**src/rtl/core/mexp_pkg.sv**
```systemverilog
// shared types and constants for the modular exponentiation block
`timescale 1ns / 1ps

package mexp_pkg;

  // operand width of modulus, base, exponent and result
  localparam int WORD_BITS = 63;
  // width of the step counter of the shift-and-add unit
  localparam int CNT_W = $clog2(WORD_BITS);

  typedef logic [WORD_BITS-1:0] word_t;

  // one input transaction
  typedef struct packed {
    word_t modulus;
    word_t base_value;
    word_t exponent;
  } in_t;

  // one result transaction
  typedef struct packed {
    word_t power_result;
    logic  bad_modulus;
  } out_t;

endpackage

```
**src/rtl/core/modular_exponentiation.sv**
```systemverilog
// modular exponentiation by right-to-left square-and-multiply on a shared modmul unit
// zero modulus gives its strobe in the cycle after start is taken; otherwise the
//   result comes from the bit-serial modular multiply/reduce unit that retires one
//   bit per cycle
// throughput: one transaction at a time; busy is high until the result strobe cycle
// reset: rst_n synchronous active low clears the sequencer and the result strobe
`timescale 1ns / 1ps

module modular_exponentiation (
  input  logic           clk,
  input  logic           rst_n,
  input  logic           start,
  output logic           busy,
  input  mexp_pkg::in_t  in_data,
  output logic           out_valid,
  output mexp_pkg::out_t out_data
);

  localparam int W = mexp_pkg::WORD_BITS;
  localparam int CW = mexp_pkg::CNT_W;
  localparam logic [CW-1:0] CNT_LAST = CW'(W - 1);
  localparam logic [W-1:0] ONE = W'(1);

  typedef enum logic [1:0] {
    ST_IDLE,
    ST_REDUCE,
    ST_MUL,
    ST_SQR
  } state_t;

  state_t        state_r, state_nxt;
  logic [W-1:0]  m_r, m_nxt;
  logic [W-1:0]  b_r, b_nxt;
  logic [W-1:0]  e_r, e_nxt;
  logic [W-1:0]  acc_r, acc_nxt;
  logic [W-1:0]  work_r, work_nxt;
  logic [W-1:0]  mbits_r, mbits_nxt;
  logic [W-1:0]  a_r, a_nxt;
  logic [CW-1:0] cnt_r, cnt_nxt;
  logic [W-1:0]  res_r, res_nxt;
  logic          bad_r, bad_nxt;
  logic          out_valid_r, out_valid_nxt;

  // shared unit: work = (2*work + bit*a) mod m, all candidates in parallel
  logic [W+2:0] s_x, m_x, m2_x, a_x, d_s, p, p1, p2;
  logic [W-1:0] unit_res;
  logic         ge_s;

  always_comb begin
    s_x  = {2'b00, work_r, 1'b0};
    m_x  = {3'b000, m_r};
    m2_x = {2'b00, m_r, 1'b0};
    a_x  = mbits_r[W-1] ? {3'b000, a_r} : '0;
    d_s  = s_x - m_x;
    ge_s = !d_s[W+2];
    p    = s_x + a_x;
    p1   = p - m_x;
    p2   = p - m2_x;
    if (ge_s) begin
      unit_res = p2[W+2] ? p1[W-1:0] : p2[W-1:0];
    end else begin
      unit_res = p1[W+2] ? p[W-1:0] : p1[W-1:0];
    end
  end

  // sequencer
  always_comb begin
    logic [W-1:0] rem;
    state_nxt     = state_r;
    m_nxt         = m_r;
    b_nxt         = b_r;
    e_nxt         = e_r;
    acc_nxt       = acc_r;
    work_nxt      = work_r;
    mbits_nxt     = mbits_r;
    a_nxt         = a_r;
    cnt_nxt       = cnt_r;
    res_nxt       = res_r;
    bad_nxt       = bad_r;
    out_valid_nxt = 1'b0;
    rem           = e_r >> 1;
    case (state_r)
      ST_IDLE: begin
        if (start) begin
          m_nxt = in_data.modulus;
          b_nxt = in_data.base_value;
          e_nxt = in_data.exponent;
          if (in_data.modulus == '0) begin
            out_valid_nxt = 1'b1;
            res_nxt       = '0;
            bad_nxt       = 1'b1;
          end else begin
            state_nxt = ST_REDUCE;
            work_nxt  = '0;
            mbits_nxt = in_data.base_value;
            a_nxt     = ONE;
            cnt_nxt   = CNT_LAST;
          end
        end
      end
      ST_REDUCE, ST_MUL, ST_SQR: begin
        work_nxt  = unit_res;
        mbits_nxt = mbits_r << 1;
        cnt_nxt   = cnt_r - CW'(1);
        if (cnt_r == '0) begin
          work_nxt = '0;
          cnt_nxt  = CNT_LAST;
          case (state_r)
            ST_REDUCE: begin
              b_nxt   = unit_res;
              acc_nxt = ONE;
              if (e_r == '0) begin
                state_nxt     = ST_IDLE;
                out_valid_nxt = 1'b1;
                res_nxt       = ONE;
                bad_nxt       = 1'b0;
              end else if (e_r[0]) begin
                state_nxt = ST_MUL;
                a_nxt     = ONE;
                mbits_nxt = unit_res;
              end else begin
                state_nxt = ST_SQR;
                a_nxt     = unit_res;
                mbits_nxt = unit_res;
              end
            end
            ST_MUL: begin
              acc_nxt = unit_res;
              // last set bit: the trailing square is not needed
              if (rem == '0) begin
                state_nxt     = ST_IDLE;
                out_valid_nxt = 1'b1;
                res_nxt       = unit_res;
                bad_nxt       = 1'b0;
              end else begin
                state_nxt = ST_SQR;
                a_nxt     = b_r;
                mbits_nxt = b_r;
              end
            end
            default: begin
              b_nxt = unit_res;
              e_nxt = rem;
              if (rem == '0) begin
                state_nxt     = ST_IDLE;
                out_valid_nxt = 1'b1;
                res_nxt       = acc_r;
                bad_nxt       = 1'b0;
              end else if (rem[0]) begin
                state_nxt = ST_MUL;
                a_nxt     = acc_r;
                mbits_nxt = unit_res;
              end else begin
                state_nxt = ST_SQR;
                a_nxt     = unit_res;
                mbits_nxt = unit_res;
              end
            end
          endcase
        end
      end
      default: begin
        state_nxt = ST_IDLE;
      end
    endcase
  end

  // state and registered outputs
  always_ff @(posedge clk) begin
    if (!rst_n) begin
      state_r     <= ST_IDLE;
      out_valid_r <= 1'b0;
    end else begin
      state_r     <= state_nxt;
      out_valid_r <= out_valid_nxt;
    end
    m_r     <= m_nxt;
    b_r     <= b_nxt;
    e_r     <= e_nxt;
    acc_r   <= acc_nxt;
    work_r  <= work_nxt;
    mbits_r <= mbits_nxt;
    a_r     <= a_nxt;
    cnt_r   <= cnt_nxt;
    res_r   <= res_nxt;
    bad_r   <= bad_nxt;
  end

  assign busy                  = (state_r != ST_IDLE);
  assign out_valid             = out_valid_r;
  assign out_data.power_result = res_r;
  assign out_data.bad_modulus  = bad_r;

  // strobe only comes with the sequencer back at rest
  a_strobe_idle: assert property (@(posedge clk) disable iff (!rst_n)
    out_valid |-> !busy)
    else $error("result strobe while sequencer busy");

  // zero modulus answers in the next cycle with the error flag
  a_zero_mod: assert property (@(posedge clk) disable iff (!rst_n)
    (start && !busy && in_data.modulus == '0) |=>
      (out_valid && out_data.bad_modulus && out_data.power_result == '0))
    else $error("zero modulus not flagged");

  // partial sum of the shared unit stays reduced
  a_work_reduced: assert property (@(posedge clk) disable iff (!rst_n)
    busy |-> (work_r < m_r))
    else $error("unit accumulator not below modulus");

  // the running power is reduced once past the base reduction
  a_base_reduced: assert property (@(posedge clk) disable iff (!rst_n)
    (state_r == ST_MUL || state_r == ST_SQR) |-> (b_r < m_r))
    else $error("base power not below modulus");

endmodule
```
**config.mk**
```make
export PLATFORM = sky130hd
export DESIGN_NAME = modular_exponentiation
export DESIGN_NICKNAME = d
export VERILOG_FILES = /design/src/rtl/core/mexp_pkg.sv /design/src/rtl/core/modular_exponentiation.sv
export SDC_FILE = /design/constraint.sdc
export NUM_CORES = 2
export LEC_CHECK = 0
export CAP_MARGIN = 10
export CORE_UTILIZATION = 45
export CTS_CLUSTER_DIAMETER = 60
export DETAILED_ROUTE_END_ITERATION = 10
export DONT_BUFFER_PORTS = 1
export PLACE_DENSITY = 0.61
export RECOVER_POWER = 50
export SLEW_MARGIN = 5
export SYNTH_ARGS = -nofsm -noshare
export SYNTH_HDL_FRONTEND = slang
export SYNTH_SLANG_ARGS = --single-unit
```
**constraint.sdc**
```tcl
create_clock -name clk -period 21.1 [get_ports clk]
set_input_delay 0 -clock clk [delete_from_list [all_inputs] [get_ports clk]]
set_output_delay 0 -clock clk [all_outputs]
set_load 0.02 [all_outputs]
```
==> flow_summary.yaml <==
grt:
  grt_max_degree: 197
  grt-ovfl-total: 0
  grt_pass1_wl_um: 223000
  grt_use_total: 0.323
  antenna_found_initial: 11
  grt_pass1_vias: 34600
drt:
  drtPass1Iterations: 6
  wl_per_cell_um: 26.0
  postRouteAntennaNets: 0
  wl_um: 153000
  via_per_inst: 6.46
  drc_errors: 0
  drt_iter0_drc: 5086
  vias: 38092
status:
  violations: "max-capacitance violations, max-slew violations"
  status: "finished, violations left"
yosys:
  synth_ff_type: "edfxtp_1"
  yosys_warnings: 0
  synth_area_um2: 40600
  ys_seq_elements: 514
  avgSynthCellArea_um2: 8.82
  yosysSeqAreaShare: 0.379
  syn-instance-count: 4609
  yosysTopAreaCellShare: 0.378
  synth-edff-count: 511
  synth_area_leaders: "edfxtp_1 (38%), ha_1 (7.9%), a21oi_1 (6.4%), nand2_1 (5.0%), o21ai_0 (4.1%)"
  synth_fp_nets: 5060
  async_reset_ff_frac: 0
  ys_types: 102
  yosysTopAreaCell: "edfxtp_1"
critical_path:
  worst_r2r_endpoint: "mbits_r[24]"
  required_ps: 21610
  worstSetupStartpoint: "state_r[0]"
  arrival_ps: 11880
  crit_path_start_kind: "flip-flop"
  rrSetupSlack_ps: 9730
  endpoint: "mbits_r[24]"
  reg2reg_from: "state_r[0]"
  path_max_fanout: 196
  end_kind: "flip-flop"
  reg2regPathDepth: 7
  critPathKind: "reg -> reg"
die:
  fp.dieW_um: 302
  core-area_um2: 88900
  initial_utilization: 0.457
  die_area_um2: 91500
  die_y_um: 302
  ioPinCount: 258
  num_rows: 109
clock_tree:
  clkSinkCount: 514
  cts_made_buffers: 58
  cts.clk_slew.worst_paths_ps: 60
  tritoncts: "built"
  cts-root-buf: "clkbuf_16"
  cts.htree.levels: 2
  cts_setup_buffers: 0
  clock_path_buffers: 3
  insertion_delay_ps: 670
min_path:
  hold_path.class: "in -> reg"
sta:
  finalCritPeriodShare: 0.539
  skew_ps: 26.4
  worst_slew_pin_slew_ps: 8890
  max_freq_mhz: 88.0
  hold_viol: 0
  setup_violations: 0
  rsz0062_at_grt: "no"
  max_slew_margin: -4.93
  fin_crit_ps: 11370
  drv_slew: 896
  tns_ps: 0
run:
  cap_viol_max_count: 16
place:
  place_congestion: 0.989
  hpwl_um: 111000
  portBuffers: 0
final_layout:
  layout-drive-gt1-share: 0.0679
  seqCellArea_um2: 15400
  multi_input_area_um2: 23500
  nFillCells: 8402
  final_net_count: 5134
  syn_to_final_growth_pct: 13.1
==> layer usage <==
metal,part of all wire,vias up,global-route usage
met5,0.00053,-,0
met2,0.43,2024,0.477
met3,0.10,219,0.0536
met4,0.029,14,0.0930
met1,0.44,18364,0.481
li1,-,17471,-
==> final cells by class <==
cell class,count,area share
multi-input combinational,3634,0.513
sequential,514,0.335
timing repair buffer,315,0.0643
clock buffer,65,0.0322
tap,1165,0.0317
inverter,160,0.0131
clock inverter,43,0.0105
antenna,3,0.000163
==> metrics by stage <==
step,cells,setup slack (ps),utilization,area (um^2),hold slack [ps]
floorplan,4609,5950,-,40600,98.9
global placement,5534,12750,0.467,41500,98.9
detailed placement,5534,12630,0.467,41500,98.9
CTS,5896,12610,0.518,46100,14.6
global route,5898,8790,0.517,45900,28.3
finish,5899,9730,0.517,45900,48.9
==> state kept, by name, summed over array words and instances, names as in the netlist <==
register and flops:
res_r 63, mbits_r 63, m_r 63, b_r 63, cnt_r 6, bad_r 1
state_r 2, e_r 63, acc_r 63, a_r 63, out_valid 1, work_r 63
==> critical path: stages (launching register included) <==
cell and delay, ps:
dfxtp_1 330, inv_1 160, ha_1 1880, clkbuf_1 6280, nand2_1 1610, o21ai_0 560
o21ai_0 160, a21oi_1 140
==> cells by family after synthesis <==
| kind of cell | Yosys count | share of synthesized area |
|---|---|---|
| flops | 514 | 0.379 |
| simple gates | 1469 | 0.167 |
| buf+inv | 461 | 0.0450 |
| xor+xnor | 173 | 0.0373 |
| fa+ha+maj | 259 | 0.0803 |
| mux | 128 | 0.0337 |
| compound gates | 1605 | 0.257 |
==> synthesized netlist by cell type, types with 9 or more instances <==
library cell / instances
nand2_1: 536
a21oi_1: 517
edfxtp_1: 511
nor2_1: 373
o21ai_0: 329
ha_1: 256
clkbuf_1: 236
inv_1: 146
and2_1: 114
nor3_1: 101
xnor2_1: 96
a21o_1: 94
nand4_1: 87
nand3_1: 86
xor2_1: 77
o211ai_1: 73
a221oi_1: 71
mux2_2: 68
mux2i_1: 58
o21a_1: 56
o21ai_1: 56
o21bai_1: 49
a211oi_1: 46
nor4_1: 43
a31oi_1: 36
buf_2: 35
o31ai_1: 28
a221o_1: 20
and3_1: 20
buf_1: 19
nand2b_1: 19
a21boi_0: 18
nor2b_1: 18
or3_1: 18
a211o_1: 15
a22oi_1: 15
inv_2: 13
o221ai_1: 13
o22ai_1: 13
a311oi_2: 12
o31ai_2: 11
or2_2: 10
a22o_1: 9
and4_1: 9
==> how the worst min path moves through the flow <==
stage | from | to | slack, ps | depth (start not counted)
after floorplan | in_data[126] | m_r[0] | 100 | 0
after global placement | in_data[186] | m_r[60] | 100 | 0
after detailed placement | in_data[186] | m_r[60] | 100 | 0
after CTS | in_data[149] | m_r[23] | 10 | 1
after global routing | in_data[149] | m_r[23] | 30 | 1
final | in_data[149] | m_r[23] | 50 | 1
==> cell usage in the layout (no fill, tap or decap), drive strengths merged, types with 44 or more instances in the layout <==
cell type	count
and2	114
o21a	56
edfxtp	511
nand2	537
dlygate4sd3	254
a21oi	519
a221oi	71
o211ai	74
o21bai	49
mux2	70
nand4	88
xor2	77
clkbuf	77
nand3	87
inv	162
mux2i	58
ha	256
buf	49
a21o	94
nor2	373
nor3	104
nor4	44
a211oi	49
o21ai	386
xnor2	96
==> repair_timing <==
item                                   CTS  global route
endpoints found under the hold margin  282             0
hold buffers                           254             0
resized for setup                        0             0
Power is not shown: default switching activity piles up to over one toggle a cycle in this logic, so the estimate is an artifact.
